File: config.mk
export PLATFORM = sky130hd
export DESIGN_NAME = topological_order_lowest_index_top
export DESIGN_NICKNAME = d
export VERILOG_FILES = /design/src/rtl/topo_pkg.sv /design/src/rtl/topo_ctrl.sv /design/src/rtl/topo_dp.sv /design/src/rtl/topological_order_lowest_index_top.sv
export VERILOG_INCLUDE_DIRS = /design/src /design/src/rtl
export SDC_FILE = /design/constraint.sdc
export NUM_CORES = 2
export LEC_CHECK = 0
export ABC_AREA = 1
export ABC_CLOCK_PERIOD_IN_PS = 3100
export BUFFER_PORTS_ARGS = -buffer_cell sky130_fd_sc_hd__buf_2
export CORE_UTILIZATION = 45
export CTS_CLUSTER_SIZE = 28
export DETAILED_ROUTE_END_ITERATION = 7
export HOLD_SLACK_MARGIN = 0.15
export PLACE_DENSITY = 0.61
export SLEW_MARGIN = 20
export SYNTH_ARGS = -nofsm -noshare
export SYNTH_HDL_FRONTEND = slang
export SYNTH_SLANG_ARGS = --single-unit
File: constraint.sdc
create_clock -name clk -period 3.1 [get_ports clk]
set_input_delay 0.62 -clock clk [delete_from_list [all_inputs] [get_ports clk]]
set_output_delay 0.62 -clock clk [all_outputs]
set_load 0.005 [all_outputs]
File: src/rtl/assert_macros.svh
// ----------------------------------------------------------------------------
// assert_macros.svh
// Shared concurrent assertion macros, clocked on clk, disabled during reset.
// ----------------------------------------------------------------------------
`ifndef ASSERT_MACROS_SVH
`define ASSERT_MACROS_SVH

// Implication or plain property checked at every rising edge of clk.
`define ASSERT_CLK(label, prop, msg) \
	label: assert property (@(posedge clk) disable iff (!arst_n) (prop)) \
		else $error(msg);

// Condition that must never be seen at a rising edge of clk.
`define ASSERT_NEVER(label, cond, msg) \
	label: assert property (@(posedge clk) disable iff (!arst_n) !(cond)) \
		else $error(msg);

`endif

File: src/rtl/topo_pkg.sv
// ----------------------------------------------------------------------------
// topo_pkg
// Field widths, reset values and controller/datapath command and status types.
// ----------------------------------------------------------------------------
`default_nettype none

package topo_pkg;

	localparam int VERT_W = 5;
	localparam int CNT_W  = 6;
	localparam int DATA_W = 16;

	localparam logic [CNT_W-1:0] VCOUNT_RESET = 6'd32;

	typedef struct packed {
		logic load_edge;
		logic eval;
		logic pick;
		logic clear;
	} topo_cmd_t;

	typedef struct packed {
		logic out_free;
		logic last_slot;
		logic n_zero;
	} topo_stat_t;

endpackage

`default_nettype wire

File: src/rtl/topo_ctrl.sv
// ----------------------------------------------------------------------------
// topo_ctrl
// Sequencer: takes edge beats, then walks the order slots one by one.
// ----------------------------------------------------------------------------
`default_nettype none

module topo_ctrl (
	input  wire                    clk,
	input  wire                    arst_n,
	input  wire                    s_tvalid,
	output logic                   s_tready,
	input  wire                    s_tlast,
	input  topo_pkg::topo_stat_t   stat,
	output topo_pkg::topo_cmd_t    cmd
);
	import topo_pkg::*;

	localparam logic [1:0] ST_LOAD = 2'd0;
	localparam logic [1:0] ST_EVAL = 2'd1;
	localparam logic [1:0] ST_PICK = 2'd2;

	logic [1:0] state_q;
	logic [1:0] state_d;
	logic       accept;

	assign s_tready = (state_q == ST_LOAD);
	assign accept   = s_tvalid && s_tready;

	always_comb begin
		state_d       = state_q;
		cmd           = '0;
		cmd.load_edge = accept;
		case (state_q)
			ST_LOAD: begin
				if (accept && s_tlast) begin
					// empty slot count: nothing to emit, just wipe the graph
					if (stat.n_zero) begin
						cmd.clear = 1'b1;
					end else begin
						state_d = ST_EVAL;
					end
				end
			end
			ST_EVAL: begin
				cmd.eval = 1'b1;
				state_d  = ST_PICK;
			end
			ST_PICK: begin
				// hold until the result register can take the slot
				if (stat.out_free) begin
					cmd.pick = 1'b1;
					if (stat.last_slot) begin
						cmd.clear = 1'b1;
						state_d   = ST_LOAD;
					end else begin
						state_d = ST_EVAL;
					end
				end
			end
			default: begin
				state_d = ST_LOAD;
			end
		endcase
	end

	always_ff @(posedge clk or negedge arst_n) begin
		if (!arst_n) begin
			state_q <= ST_LOAD;
		end else begin
			state_q <= state_d;
		end
	end

endmodule

`default_nettype wire

File: src/rtl/topo_dp.sv
// ----------------------------------------------------------------------------
// topo_dp
// Datapath: precedence bit matrix, selection marks, ready set, lowest-index
// pick, slot counter and result register.
// ----------------------------------------------------------------------------
`default_nettype none

module topo_dp #(
	parameter int MAX_VERTICES = 32
) (
	input  wire                          clk,
	input  wire                          arst_n,
	input  topo_pkg::topo_cmd_t          cmd,
	output topo_pkg::topo_stat_t         stat,
	input  wire [topo_pkg::VERT_W-1:0]   from_vertex,
	input  wire [topo_pkg::VERT_W-1:0]   to_vertex,
	input  wire                          edge_present,
	input  wire                          cfg_we,
	input  wire [topo_pkg::CNT_W-1:0]    cfg_data,
	input  wire                          m_tready,
	output logic                         m_tvalid,
	output logic [topo_pkg::VERT_W-1:0]  slot_position,
	output logic [topo_pkg::VERT_W-1:0]  vertex_id,
	output logic                         slot_filled,
	output logic                         last_result
);
	import topo_pkg::*;

	// rows and columns beyond the 5-bit vertex fields can never be written
	localparam int NV = (MAX_VERTICES < 32) ? MAX_VERTICES : 32;
	localparam int IW = $clog2(NV);
	localparam logic [CNT_W-1:0] NV_C = CNT_W'(NV);

	logic [NV-1:0]     mat_q [NV];
	logic [NV-1:0]     sel_q;
	logic [NV-1:0]     ready_q;
	logic [NV-1:0]     ready_d;
	logic [NV-1:0]     valid_m;
	logic [CNT_W-1:0]  vcount_q;
	logic [CNT_W-1:0]  n_slots;
	logic [VERT_W-1:0] k_q;
	logic [IW-1:0]     pick_idx;
	logic              found;
	logic              edge_ok;
	logic              out_valid_q;
	logic [VERT_W-1:0] pos_q;
	logic [VERT_W-1:0] vid_q;
	logic              filled_q;
	logic              last_q;

	assign n_slots = (vcount_q > NV_C) ? NV_C : vcount_q;
	assign edge_ok = edge_present && ({1'b0, from_vertex} < NV_C)
		&& ({1'b0, to_vertex} < NV_C);

	always_comb begin
		for (int v = 0; v < NV; v++) begin
			valid_m[v] = (CNT_W'(v) < n_slots);
		end
		for (int v = 0; v < NV; v++) begin
			ready_d[v] = !sel_q[v] && valid_m[v]
				&& ((mat_q[v] & valid_m & ~sel_q) == '0);
		end
	end

	// lowest set bit of the ready set
	always_comb begin
		found    = |ready_q;
		pick_idx = '0;
		for (int i = NV - 1; i >= 0; i--) begin
			if (ready_q[i]) begin
				pick_idx = IW'(i);
			end
		end
	end

	assign stat.out_free  = !out_valid_q || m_tready;
	assign stat.last_slot = (({1'b0, k_q} + CNT_W'(1)) == n_slots);
	assign stat.n_zero    = (n_slots == '0);

	always_ff @(posedge clk or negedge arst_n) begin
		if (!arst_n) begin
			vcount_q <= VCOUNT_RESET;
		end else if (cfg_we) begin
			vcount_q <= cfg_data;
		end
	end

	always_ff @(posedge clk or negedge arst_n) begin
		if (!arst_n) begin
			for (int r = 0; r < NV; r++) begin
				mat_q[r] <= '0;
			end
			sel_q <= '0;
			k_q   <= '0;
		end else if (cmd.clear) begin
			// clear wins over a same-cycle edge write or pick
			for (int r = 0; r < NV; r++) begin
				mat_q[r] <= '0;
			end
			sel_q <= '0;
			k_q   <= '0;
		end else begin
			if (cmd.load_edge && edge_ok) begin
				mat_q[to_vertex[IW-1:0]][from_vertex[IW-1:0]] <= 1'b1;
			end
			if (cmd.pick) begin
				sel_q <= sel_q | ({{(NV-1){1'b0}}, found} << pick_idx);
				k_q   <= k_q + VERT_W'(1);
			end
		end
	end

	always_ff @(posedge clk) begin
		if (cmd.eval) begin
			ready_q <= ready_d;
		end
	end

	always_ff @(posedge clk or negedge arst_n) begin
		if (!arst_n) begin
			out_valid_q <= 1'b0;
		end else if (cmd.pick) begin
			out_valid_q <= 1'b1;
		end else if (m_tready) begin
			out_valid_q <= 1'b0;
		end
	end

	always_ff @(posedge clk) begin
		if (cmd.pick) begin
			pos_q    <= k_q;
			vid_q    <= found ? VERT_W'(pick_idx) : '0;
			filled_q <= found;
			last_q   <= stat.last_slot;
		end
	end

	assign m_tvalid      = out_valid_q;
	assign slot_position = pos_q;
	assign vertex_id     = vid_q;
	assign slot_filled   = filled_q;
	assign last_result   = last_q;

`include "assert_macros.svh"

	`ASSERT_NEVER(a_pick_blocked, cmd.pick && out_valid_q && !m_tready,
		"slot picked while the result register is still occupied")
	`ASSERT_CLK(a_sel_grows,
		cmd.pick && found && !cmd.clear |=>
			$countones(sel_q) == $past($countones(sel_q)) + 1,
		"placed vertex did not add exactly one selection mark")
	`ASSERT_CLK(a_clear_done, cmd.clear |=> (sel_q == '0) && (k_q == '0),
		"selection marks or slot counter not cleared after the run")

endmodule

`default_nettype wire

File: src/rtl/topological_order_lowest_index_top.sv
// ----------------------------------------------------------------------------
// topological_order_lowest_index_top
// Lowest-index-first topological sort of an edge-loaded precedence graph.
// ----------------------------------------------------------------------------
// Each input beat carries one optional edge (from -> to, meaning "from comes
// first"); beats are taken while no sort runs. The beat with tlast set also
// runs the sort: input then stalls while the block emits one result beat per
// order slot, each slot in two steps (register the ready set from the
// precedence matrix, then the lowest-index pick into the result register,
// which waits while the result side stalls). A slot with no ready vertex (a
// cycle in the graph) comes out unfilled, and so do the rest. The matrix and
// selection marks are wiped in the cycle that loads the final slot, so no
// clearing pass follows reset or a run. Write vertex_count only while no run
// is in progress.
`default_nettype none

module topological_order_lowest_index_top #(
	parameter int MAX_VERTICES = 32
) (
	input  wire                           clk,
	input  wire                           arst_n,
	// s_tdata: from_vertex[4:0], to_vertex[9:5], zero fill [15:10]
	input  wire                           s_tvalid,
	output logic                          s_tready,
	input  wire [topo_pkg::DATA_W-1:0]    s_tdata,
	// s_tuser: edge_present[0]
	input  wire [0:0]                     s_tuser,
	input  wire                           s_tlast,
	// m_tdata: slot_position[4:0], vertex_id[9:5], zero fill [15:10]
	output logic                          m_tvalid,
	input  wire                           m_tready,
	output logic [topo_pkg::DATA_W-1:0]   m_tdata,
	// m_tuser: slot_filled[0]
	output logic [0:0]                    m_tuser,
	output logic                          m_tlast,
	input  wire                           cfg_valid,
	output logic                          cfg_ready,
	input  wire [topo_pkg::CNT_W-1:0]     cfg_data
);
	import topo_pkg::*;

	topo_cmd_t         cmd;
	topo_stat_t        stat;
	logic [VERT_W-1:0] slot_position;
	logic [VERT_W-1:0] vertex_id;

	assign cfg_ready = 1'b1;

	topo_ctrl u_ctrl (
		.clk      (clk),
		.arst_n   (arst_n),
		.s_tvalid (s_tvalid),
		.s_tready (s_tready),
		.s_tlast  (s_tlast),
		.stat     (stat),
		.cmd      (cmd)
	);

	topo_dp #(
		.MAX_VERTICES (MAX_VERTICES)
	) u_dp (
		.clk           (clk),
		.arst_n        (arst_n),
		.cmd           (cmd),
		.stat          (stat),
		.from_vertex   (s_tdata[VERT_W-1:0]),
		.to_vertex     (s_tdata[2*VERT_W-1:VERT_W]),
		.edge_present  (s_tuser[0]),
		.cfg_we        (cfg_valid && cfg_ready),
		.cfg_data      (cfg_data),
		.m_tready      (m_tready),
		.m_tvalid      (m_tvalid),
		.slot_position (slot_position),
		.vertex_id     (vertex_id),
		.slot_filled   (m_tuser[0]),
		.last_result   (m_tlast)
	);

	assign m_tdata = {{(DATA_W-2*VERT_W){1'b0}}, vertex_id, slot_position};

endmodule

`default_nettype wire

==> summary.md <==
| Metric | Value |
|---|---|
| Main synth FF type | sky130_fd_sc_hd__dfrtp_1 |
| Clock skew after layout | 0.0332 ns |
| Synthesized instance count | 5430 |
| Dominant cell type by area after synthesis | sky130_fd_sc_hd__dfrtp_1 |
| Wire length reported by the detailed router | 174000 um |
| Violated checks | DRC, setup timing |
| Cell-internal power | 0.0329 W |
| Startpoint of the most critical hold path | m_tready |
| Worst IR Drop VDD | 582 uV |
| Global placer's final weighted congestion | 0.926 |
| Vias in the first global route | 40000 |
| Switching Fraction | 34.8% |
| Layout cells sized above 1 | 17.9% |
| Std-Cell Core Area | 106000 um^2 |
| Post-synth EDFFs | 44 |
| Launch point of the worst reg-to-reg path | u_dp.vcount_q[4] |
| Kind of end point of the critical path | register |
| Worst-case clock buffer depth | 3 |
| Count of distinct cell types in the synthesized netlist | 55 |
| Most prevalent standard cell on the critical path | sky130_fd_sc_hd__buf_4 |
| Layout fillers | 9315 |
| Die W | 329 um |
| Leftover overflow at the end of global routing | 0 |
| Cell with the largest stage delay on the worst path | sky130_fd_sc_hd__or4_4 |
| Post-DRT Antenna Nets | 0 |
| Worst-case hold slack | 0.190 ns |
| Die outline area | 109000 um^2 |
| Sort of element at the start of the critical path | register |
| Pin count of the biggest net entering global routing | 121 |
| Smallest setup slack after layout | -0.0385 ns |
| Initial Util | 45.6% |
| Area share of the leading cell type in the synthesized netlist | 55.4% |
| Initial detailed-routing violation count | 5144 |
| Clock power frac | 29.6% |
| Share of flip-flops with an asynchronous set or reset | 96.1% |
| DP HPWL | 112000 um |
| Data required time at the worst endpoint | 3.60 ns |
| Site Rows | 119 |
| LEAKAGE | 27.0 nW |
| Filler-free cell count of the finished design | 7180 |
| Area grow syn2layout | 22.7% |
| Pre-antenna DRT Iters | 8 |
| Portion of total power attributed to combinational logic | 31.6% |
| Multi-input gate area | 17600 um^2 |
| Cell area power density | 852 nW/um^2 |
| Min-delay worst type | in -> reg |
| Fin crit share | 101% |
| Arrival @ worst endpoint | 3.64 ns |
| Final Net Count | 5714 |
| Register area share after synthesis | 58.2% |
| All-layer global routing usage | 32.0% |
| Critical setup path kind | reg -> reg |
| Final routed DRC violation total | 10 |
| Total number of vias | 41900 |
| Synthesized area per cell | 8.89 um^2 |
| Max-cap violations | 0 |
| Critical path fanouts, max | 15 |
| Net switching power | 0.0176 W |
| Clock tree from TritonCTS | done |
| Worst path max stage delay | 0.57 ns |
| Outcome | finished, violations left |
| Area of the mapped netlist | 48300 um^2 |
| Part of the power in registers | 38.7% |
| Count of boundary I/O pins | 50 |
| Number of antenna violations at the first check in global routing | 2 |
| Vertical extent of the die | 329 um |
| Routed wirelength normalized by instance count | 24.3 um |
| CTS Root Buffer Type | sky130_fd_sc_hd__clkbuf_16 |
| Number of storage elements in the synthesis netlist | 1114 |
| Setup tns final | -0.0606 ns |
| Final setup viols | 2 |
| Via/cell ratio | 5.83 |
| CTS sink count | 1114 |
| Clock period minus final worst setup slack | 3.14 ns |
| Final max-slew violation count | 0 |
| Launching instance or port of the critical path | u_dp.vcount_q[4] |
| List of cells traversed by the critical path | buf_4 > nor2_4 > inv_4 > nor2_4 > buf_4 > buf_6 > nand2_4 > inv_4 > buf_4 > a211oi_4 > buf_12 > buf_12 > a22o_1 > or4_4 > a2111oi_4 |
| Clock latency at the later pin of the worst-skew pair | 0.72 ns |
| Worst path buffer plus inverter count | 8 |
| Warnings, synthesis | 0 |
| Relative max-transition margin | 40.9% |
| Most area-consuming cells after synthesis | sky130_fd_sc_hd__dfrtp_1, sky130_fd_sc_hd__a21oi_1, sky130_fd_sc_hd__nor2_1 |
| Highest clock rate | 319 MHz |
| Global-route wire length before repair | 259000 um |
| Cell family with the largest share of critical-path delay | buffers and inverters |
| Maximum level of the CTS H-tree | 3 |
| Combined flip-flop and latch cell area | 28100 um^2 |
| TritonCTS Buffers | 118 |
| Instance count after placement with tap cells included | 6902 |
| Number of endpoints with negative hold slack in the final report | 0 |
| Clock slew at the register clock pins of the worst setup and hold paths | 0.06 ns |
| Setup repair after global routing missed its margin | yes |
| PortBufs | 36 |
| Worst-Margin Slew | 0.886 ns |
-- stage by stage --
stage | util (%) | total power (W) | cell area, um^2 | setup slack (ns)
2_1_floorplan | - | 0.0263 | 48300 | 0.622
3_3_place_gp | 50.3 | 0.0336 | 53300 | -0.239
3_5_place_dp | 50.3 | 0.0339 | 53300 | -0.242
4_1_cts | 54.6 | 0.0491 | 57900 | -0.0194
5_1_grt | 55.9 | 0.0525 | 59200 | -0.108
6_report | 55.9 | 0.0505 | 59200 | -0.0385
-- what timing repair did --
| action | in CTS | in global routing |
|---|---|---|
| hold buffers | 6 | 0 |
| gates cloned | 0 | 1 |
| endpoints found under the setup margin | 29 | 64 |
| buffers inserted | 12 | 37 |
| gates resized for setup | 62 | 230 |
| pin swaps | 7 | 77 |
| endpoints found under the hold margin | 38 | 0 |
-- path summary, 6_finish.rpt --
kind	to	slack [ns]	depth (start not counted)
max in group asynchronous	u_dp.mat_q[897]	1.56	3
max reg2reg	u_dp.ready_q[29]	-0.04	15
max	u_dp.ready_q[29]	-0.04	15
min in group asynchronous	u_dp.mat_q[634]	0.51	2
min	u_dp.m_tvalid	0.19	4
min reg2reg	u_dp.slot_position[4]	0.49	0
-- tightest hold or removal path, delay by kind of cell --
family,cells,cell delay (ns)
buf+inv,2,0.13
simple gates,2,0.09
-- final cells by class --
cell class | count | area share, %
timing repair buffer | 535 | 8.87
inverter | 602 | 3.93
clock inverter | 43 | 0.791
antenna | 1 | 0.00423
sequential | 1114 | 47.5
tap | 1391 | 2.94
multi-input combinational | 3313 | 29.8
clock buffer | 181 | 6.19
-- placed cells by master (no fill, tap or decap), drive strengths merged, types with 33 or more instances in the layout --
cell type and instances:
buf 528, a221oi 138, inv 594, clkbuf 182
nand2 720, edfxtp 44, a211oi 34, a21oi 1085
nand3 74, dfrtp 1069, a22oi 33, o21ai 108
a22o 48, nand4 52, o22ai 57, nor3 56
nor2 794
-- cells in the mapped netlist, drive strengths merged (2+ instances only) --
master,number
buf,106
a22o,48
nor2,794
nor3,56
o2111ai,15
o21ai,108
a221oi,138
nand3,74
o211ai,15
a21oi,1085
a2111oi,23
o221ai,11
or4,5
a32o,4
o21a,7
clkbuf,300
xor2,8
nor4,9
edfxtp,44
nand2,720
conb,2
a211oi,34
a31oi,2
clkinv,6
nand4,52
dfrtp,1069
o22ai,57
a22oi,33
inv,596
-- sequential cells by signal (all words and copies together) (netlist names) --
| signal | count |
|---|---|
| u_dp.slot_filled | 1 |
| u_dp.last_result | 1 |
| u_dp.m_tvalid | 1 |
| u_dp.sel_q | 32 |
| u_dp.vcount_q | 6 |
| u_dp.mat_q | 1024 |
| u_dp.slot_position | 5 |
| u_dp.ready_q | 32 |
| u_dp.k_q | 5 |
| u_dp.vertex_id | 5 |
| u_ctrl.state_q | 2 |
-- per-layer routing --
metal | routed length (um) | part of all wire [%] | GRT usage, %
met1 | 71400 | 41 | 43.7
met4 | 9040 | 5.2 | 15.8
met2 | 79000 | 45 | 49.4
met3 | 14900 | 8.6 | 5.45
met5 | 13 | 0.0075 | 0
-- logic make-up after synthesis --
| group | after synthesis | synth area share [%] |
|---|---|---|
| DFF | 1114 | 58.2 |
| AOI/OAI and AO/OA | 1584 | 19.2 |
| adders and majority gates | 1 | 0.0259 |
| buffers and inverters | 1008 | 8.20 |
| and+or+nand+nor | 1713 | 14.2 |
| other | 2 | 0.0156 |
| xor gates and xnor gates | 8 | 0.145 |
-- power by group through the flow --
stage	registers [W]	clock network, W	logic [W]
final	0.0195	0.0149	0.0160
after global routing	0.0198	0.0157	0.0170
after CTS	0.0194	0.0151	0.0146
after detailed placement	0.0197	0	0.0142
after global placement	0.0196	0	0.0140
after floorplan	0.0192	0	0.00712
No activity file was read; power rests on OpenSTA's default activity.
